### src/hdl/salru_pkg.sv
// Shared types and constants of the size-aware LRU-2 admission filter.
// Used by salru_cell and by the top level size_aware_lru2_admission.
package salru_pkg;

  localparam int unsigned CACHE_ENTRIES   = 64;
  localparam int unsigned HISTORY_ENTRIES = 128;
  localparam int unsigned CCNT_W = $clog2(CACHE_ENTRIES + 1);
  localparam int unsigned HCNT_W = $clog2(HISTORY_ENTRIES + 1);

  localparam int unsigned KEY_W  = 32;
  localparam int unsigned SIZE_W = 24;
  localparam int unsigned CNT_W  = 48;
  localparam int unsigned CAP_W  = 32;
  localparam int unsigned FAC_W  = 4;
  localparam int unsigned CUSED_W = 33;
  localparam int unsigned HUSED_W = 36;

  localparam logic [CNT_W-1:0] CNT_MAX = '1;
  localparam logic [7:0]       EV_MAX  = '1;

  // Configuration register indexes.
  localparam logic REG_CAPACITY = 1'b0;
  localparam logic REG_FACTOR   = 1'b1;

  typedef enum logic [1:0] {
    ACT_PROMOTE = 2'd0,
    ACT_CACHE   = 2'd1,
    ACT_HISTORY = 2'd2,
    ACT_DROP    = 2'd3
  } action_e;

  // Operation applied to every cell of one list in a cycle.
  typedef enum logic [1:0] {
    OP_HOLD    = 2'd0,
    OP_PROMOTE = 2'd1,
    OP_POP     = 2'd2,
    OP_PUSH    = 2'd3
  } op_e;

  typedef struct packed {
    logic              valid;
    logic [KEY_W-1:0]  key;
    logic [SIZE_W-1:0] size;
  } entry_t;

endpackage

### src/hdl/salru_cell.sv
// One entry cell of a recency list: key, size and valid bit.
// Depends on salru_pkg; neighbors are chained by the top level.
module salru_cell (
  input  logic                             clk_i,
  input  logic                             rst_ni,
  input  salru_pkg::op_e                   op_i,
  input  salru_pkg::entry_t                prev_i,
  input  logic                             next_valid_i,
  input  logic                             shift_in_i,
  input  logic [salru_pkg::KEY_W-1:0]      lookup_key_i,
  output salru_pkg::entry_t                entry_o,
  output logic                             match_o,
  output logic                             shift_o,
  output logic                             tail_o
);

  logic                          valid_q, valid_d;
  logic [salru_pkg::KEY_W-1:0]   key_q, key_d;
  logic [salru_pkg::SIZE_W-1:0]  size_q, size_d;

  assign entry_o = '{valid: valid_q, key: key_q, size: size_q};
  assign match_o = valid_q && (key_q == lookup_key_i);
  // A promotion shifts every cell from the front down to the matching one.
  assign shift_o = match_o | shift_in_i;
  assign tail_o  = valid_q && !next_valid_i;

  always_comb begin
    valid_d = valid_q;
    key_d   = key_q;
    size_d  = size_q;
    unique case (op_i)
      salru_pkg::OP_HOLD: begin
      end
      salru_pkg::OP_PROMOTE: begin
        if (shift_o) begin
          valid_d = prev_i.valid;
          key_d   = prev_i.key;
          size_d  = prev_i.size;
        end
      end
      salru_pkg::OP_POP: begin
        if (tail_o) begin
          valid_d = 1'b0;
        end
      end
      salru_pkg::OP_PUSH: begin
        valid_d = prev_i.valid;
        key_d   = prev_i.key;
        size_d  = prev_i.size;
      end
      default: begin
      end
    endcase
  end

  always_ff @(posedge clk_i or negedge rst_ni) begin
    if (!rst_ni) begin
      valid_q <= 1'b0;
    end else begin
      valid_q <= valid_d;
    end
  end

  always_ff @(posedge clk_i) begin
    key_q  <= key_d;
    size_q <= size_d;
  end

endmodule

### config.mk
export PLATFORM = sky130hd
export DESIGN_NAME = salru_cell
export DESIGN_NICKNAME = d
export VERILOG_FILES = /design/src/hdl/salru_pkg.sv /design/src/hdl/salru_cell.sv
export SDC_FILE = /design/constraint.sdc
export NUM_CORES = 1
export LEC_CHECK = 0
export BUFFER_PORTS_ARGS = -buffer_cell sky130_fd_sc_hd__buf_2
export CAP_MARGIN = 40
export CORE_MARGIN = 1.5
export CORE_UTILIZATION = 40
export CTS_CLUSTER_SIZE = 28
export DETAILED_ROUTE_END_ITERATION = 16
export MAX_ROUTING_LAYER = met4
export PLACE_DENSITY_LB_ADDON = 0.3
export SLEW_MARGIN = 10
export SYNTH_ARGS = -nofsm -noshare
export SYNTH_HDL_FRONTEND = slang
export SYNTH_SLANG_ARGS = --single-unit
### constraint.sdc
create_clock -name clk_i -period 5.7 [get_ports clk_i]
set_clock_uncertainty 0.1 [all_clocks]
set_input_delay 0 -clock clk_i [delete_from_list [all_inputs] [get_ports clk_i]]
set_output_delay 0 -clock clk_i [all_outputs]
set_load 0.02 [all_outputs]
==> impl_metrics.csv <==
group,metric,value,unit
power_and_ir_drop,peakVddDrop,0.000191,V
power_and_ir_drop,power.share.clock,0.318,
place,gp_congestion,0.800,
run,maxCapViolCount,0,
floorplanning,die_area,6070,um2
power_and_ir_drop,switching_share,0.262,
critical_path,r2r-start,"key_q[18]$_DFFE_PP_",
synthesis,avgSynthCellArea,17.7,um2
clock_tree,h-tree-depth,3,
clock_tree,clkSinkCount,57,
synthesis,ys_seq_area_frac,0.760,
sta,period_minus_slack,3070,ps
place,dp_hpwl,4040,um
layout,nets,448,
global_route,grt_first_pass_wirelength,9920,um
clock_tree,cts_tree,"done",
power_and_ir_drop,internal-power,795,uW
synthesis,synth_xor_area_frac,0.133,
sta,tns,0,ps
floorplanning,rows,27,
clock_tree,clockBufferDepth,2,
sta,final_hold_viol_count,0,
floorplanning,fp.dieW,77.9,um
hold_path,hp-class,"in2out",
hold_path,hold_path_depth,3,
floorplanning,die_y,77.9,um
synthesis,syn_inst,127,
sta,min_period_over_period,0.538,
power_and_ir_drop,power_density,277,nW/um2
synthesis,post_synth_and_or_nand_nor_area_fraction,0.0853,
synthesis,synth_top_family_by_area,"XOR/XNOR gates",
sta,setup_viol,0,
power_and_ir_drop,power.share.combinational,0.197,
hold_path,hp-start,"next_valid_i",
critical_path,critPathArrivalTime,3160,ps
synthesis,ys_ff_latch,57,
drt,vias,1994,
sta,max_slew.worst_pin.slew,690,ps
drt,wl,6520,um
synthesis,synth-compound-area-share,0.0106,
critical_path,crit_required,5800,ps
power_and_ir_drop,p_leak,0.00165,uW
run_status,status,"finished, final reports clean",
clock_tree,clk_latency,320,ps
synthesis,synth_top_cell_by_area,"edfxtp_1",
drt,wl_per_cell,15.2,um
critical_path,cp-start-kind,"flop",
clock_tree,cts_resized,0,
clock_tree,clk_pin_slew,60,ps
critical_path,reg2reg_slack,2630,ps
critical_path,critPathMaxFanout,3,
global_route,overflow,0,
synthesis,netlist_area,2240,um2
drt,viasPerCell,4.65,
sta,rsz0062_at_grt,"false",
global_route,grt_pass1_vias,2119,
critical_path,path_class,"reg2reg",
layout,antenna_cells,0,
place,port-buffer-count,154,
drt,drc,0,
sta,fmax,0.326,GHz
critical_path,end_kind,"flop",
critical_path,r2r_cells,7,
layout,multi_input_area,526,um2
drt,drtPass1Iterations,5,
synthesis,syn_nets,222,
synthesis,synthAdderAreaFrac,0,
sta,relSlewSlack,0.540,
global_route,antenna_found_initial,0,
synthesis,synthTopCellsByArea,"edfxtp_1, xnor2_1, nand4_1",
synthesis,yosysWarnings,0,
layout,area.growth.synth_to_final,73.4,%
synthesis,synth_cell_types,21,
clock_tree,clockRootBuffer,"clkbuf_8",
hold_path,worstHoldEndpoint,"tail_o",
critical_path,r2r_end,"valid_q$_DFFE_PN0P_",
floorplanning,start_util,0.410,
layout,nFillCells,407,
synthesis,yosysTopAreaCellShare,0.749,
drt,postRouteAntennaNets,0,
sta,whs,191,ps
layout,layout-drive-gt1-share,0.479,
floorplanning,ios,155,
drt,drtIter0Drc,75,
floorplanning,core_area,5470,um2
power_and_ir_drop,pwr-share-seq,0.484,
layout,regArea,1710,um2
sta,drv_slew,0,
synthesis,muxShareOfSynthArea,0.00446,
global_route,track_usage,0.229,
clock_tree,cts-buffers-inserted,9,
power_and_ir_drop,power_switching,282,uW
global_route,grt_max_degree,57,
how the worst max path moves through the flow:
stage                                      end  cells after the start  slack [ps]           startpoint
after floorplan             key_q[0]$_DFFE_PP_                      5        2360  key_q[18]$_DFFE_PP_
after global placement     size_q[4]$_DFFE_PP_                      6        3030  key_q[18]$_DFFE_PP_
after detailed placement  size_q[22]$_DFFE_PP_                      6        2920  key_q[18]$_DFFE_PP_
after CTS                  valid_q$_DFFE_PN0P_                      7        2650  key_q[18]$_DFFE_PP_
after global routing       valid_q$_DFFE_PN0P_                      7        2550  key_q[18]$_DFFE_PP_
final                      valid_q$_DFFE_PN0P_                      7        2630  key_q[18]$_DFFE_PP_
per-stage QoR:
stage,power (uW),util,cell area (um2),instances,worst slack [ps]
5_1_grt,1120,0.711,3890,429,2550
3_3_place_gp,703,0.568,3110,353,3030
6_report,1080,0.711,3890,429,2630
3_5_place_dp,706,0.568,3110,353,2920
2_1_floorplan,627,-,2240,127,2360
4_1_cts,1080,0.711,3890,429,2650
cell usage after synthesis, drive strengths merged:
cell type   n
nor2        2
a311o       1
nand4      12
a32oi       1
o21ai       1
dfrtp       1
inv         2
nand3       2
mux2i       1
nor3        1
xnor2      28
nand2b      2
edfxtp     56
buf         1
nand2       4
or4         1
nor4bb      1
nor4        4
xor2        6
layout make-up:
class                           instances  share of cell area
Sequential cell                        57               0.438
Timing Repair Buffer                  216               0.357
Multi-Input combinational cell         67               0.135
Tap cell                               72              0.0231
Clock buffer                            9              0.0318
Inverter                                2             0.00193
Clock inverter                          6              0.0129
cell usage in the layout (no fill, tap or decap):
master         Yosys  routed
nor3_2             1       1
nor4_1             2       2
nand3_1            2       2
dlygate4sd3_1      0      61
dfrtp_1            1       1
clkbuf_8           0       9
nor4_2             2       2
clkinv_1           0       4
xor2_1             6       6
a32oi_1            1       1
edfxtp_1          56      56
mux2i_1            1       1
o21ai_0            1       1
inv_1              2       2
nor4bb_1           1       1
nand2_2            0       1
nor2_1             2       2
or4_1              1       1
nand2b_1           2       2
nand2_1            4       3
clkinv_2           0       1
xnor2_1           28      28
bufinv_16          0       1
nand4_2            1       1
buf_2              0     154
buf_4              1       1
nand4_1           11      11
a311o_1            1       1
kinds of logic after synthesis:
kind of cell,Yosys count
flops,57
xor+xnor,34
simple gates,29
compound gates,3
buf+inv,3
mux,1
worst max-delay path, stage by stage, from the launching register on:
cell           delay, ps
edfxtp_1             440
xor2_1               170
or4_1                570
nor4_2               290
a311o_1              210
dlygate4sd3_1        540
a32oi_1               60
dlygate4sd3_1        580
sequential cells by signal, summed over array words and instances, names as in the netlist:
signal	cells
size_q	24
key_q	32
valid_q	1
layer usage:
layer / up-vias / wire [um] / track usage
met4: 0 / 113 / 0.116
met5: - / 0 / -
met2: 117 / 3330 / 0.378
li1: 938 / - / -
met1: 927 / 2520 / 0.257
met3: 12 / 551 / 0.0600
power by group through the flow:
stage | clock (uW) | combinational (uW) | sequential [uW]
after floorplan | 0 | 52.0 | 575
after detailed placement | 0 | 177 | 530
after global routing | 370 | 227 | 527
after CTS | 350 | 210 | 521
after global placement | 0 | 176 | 527
final | 343 | 213 | 522
what timing repair did:
item,4_1_cts,5_1_grt
hold buffers,61,0
hold endpoints to repair,58,0
setup buffers,0,0
setup endpoints to repair,0,0
Note: power is estimated with default switching activity, not from simulation.
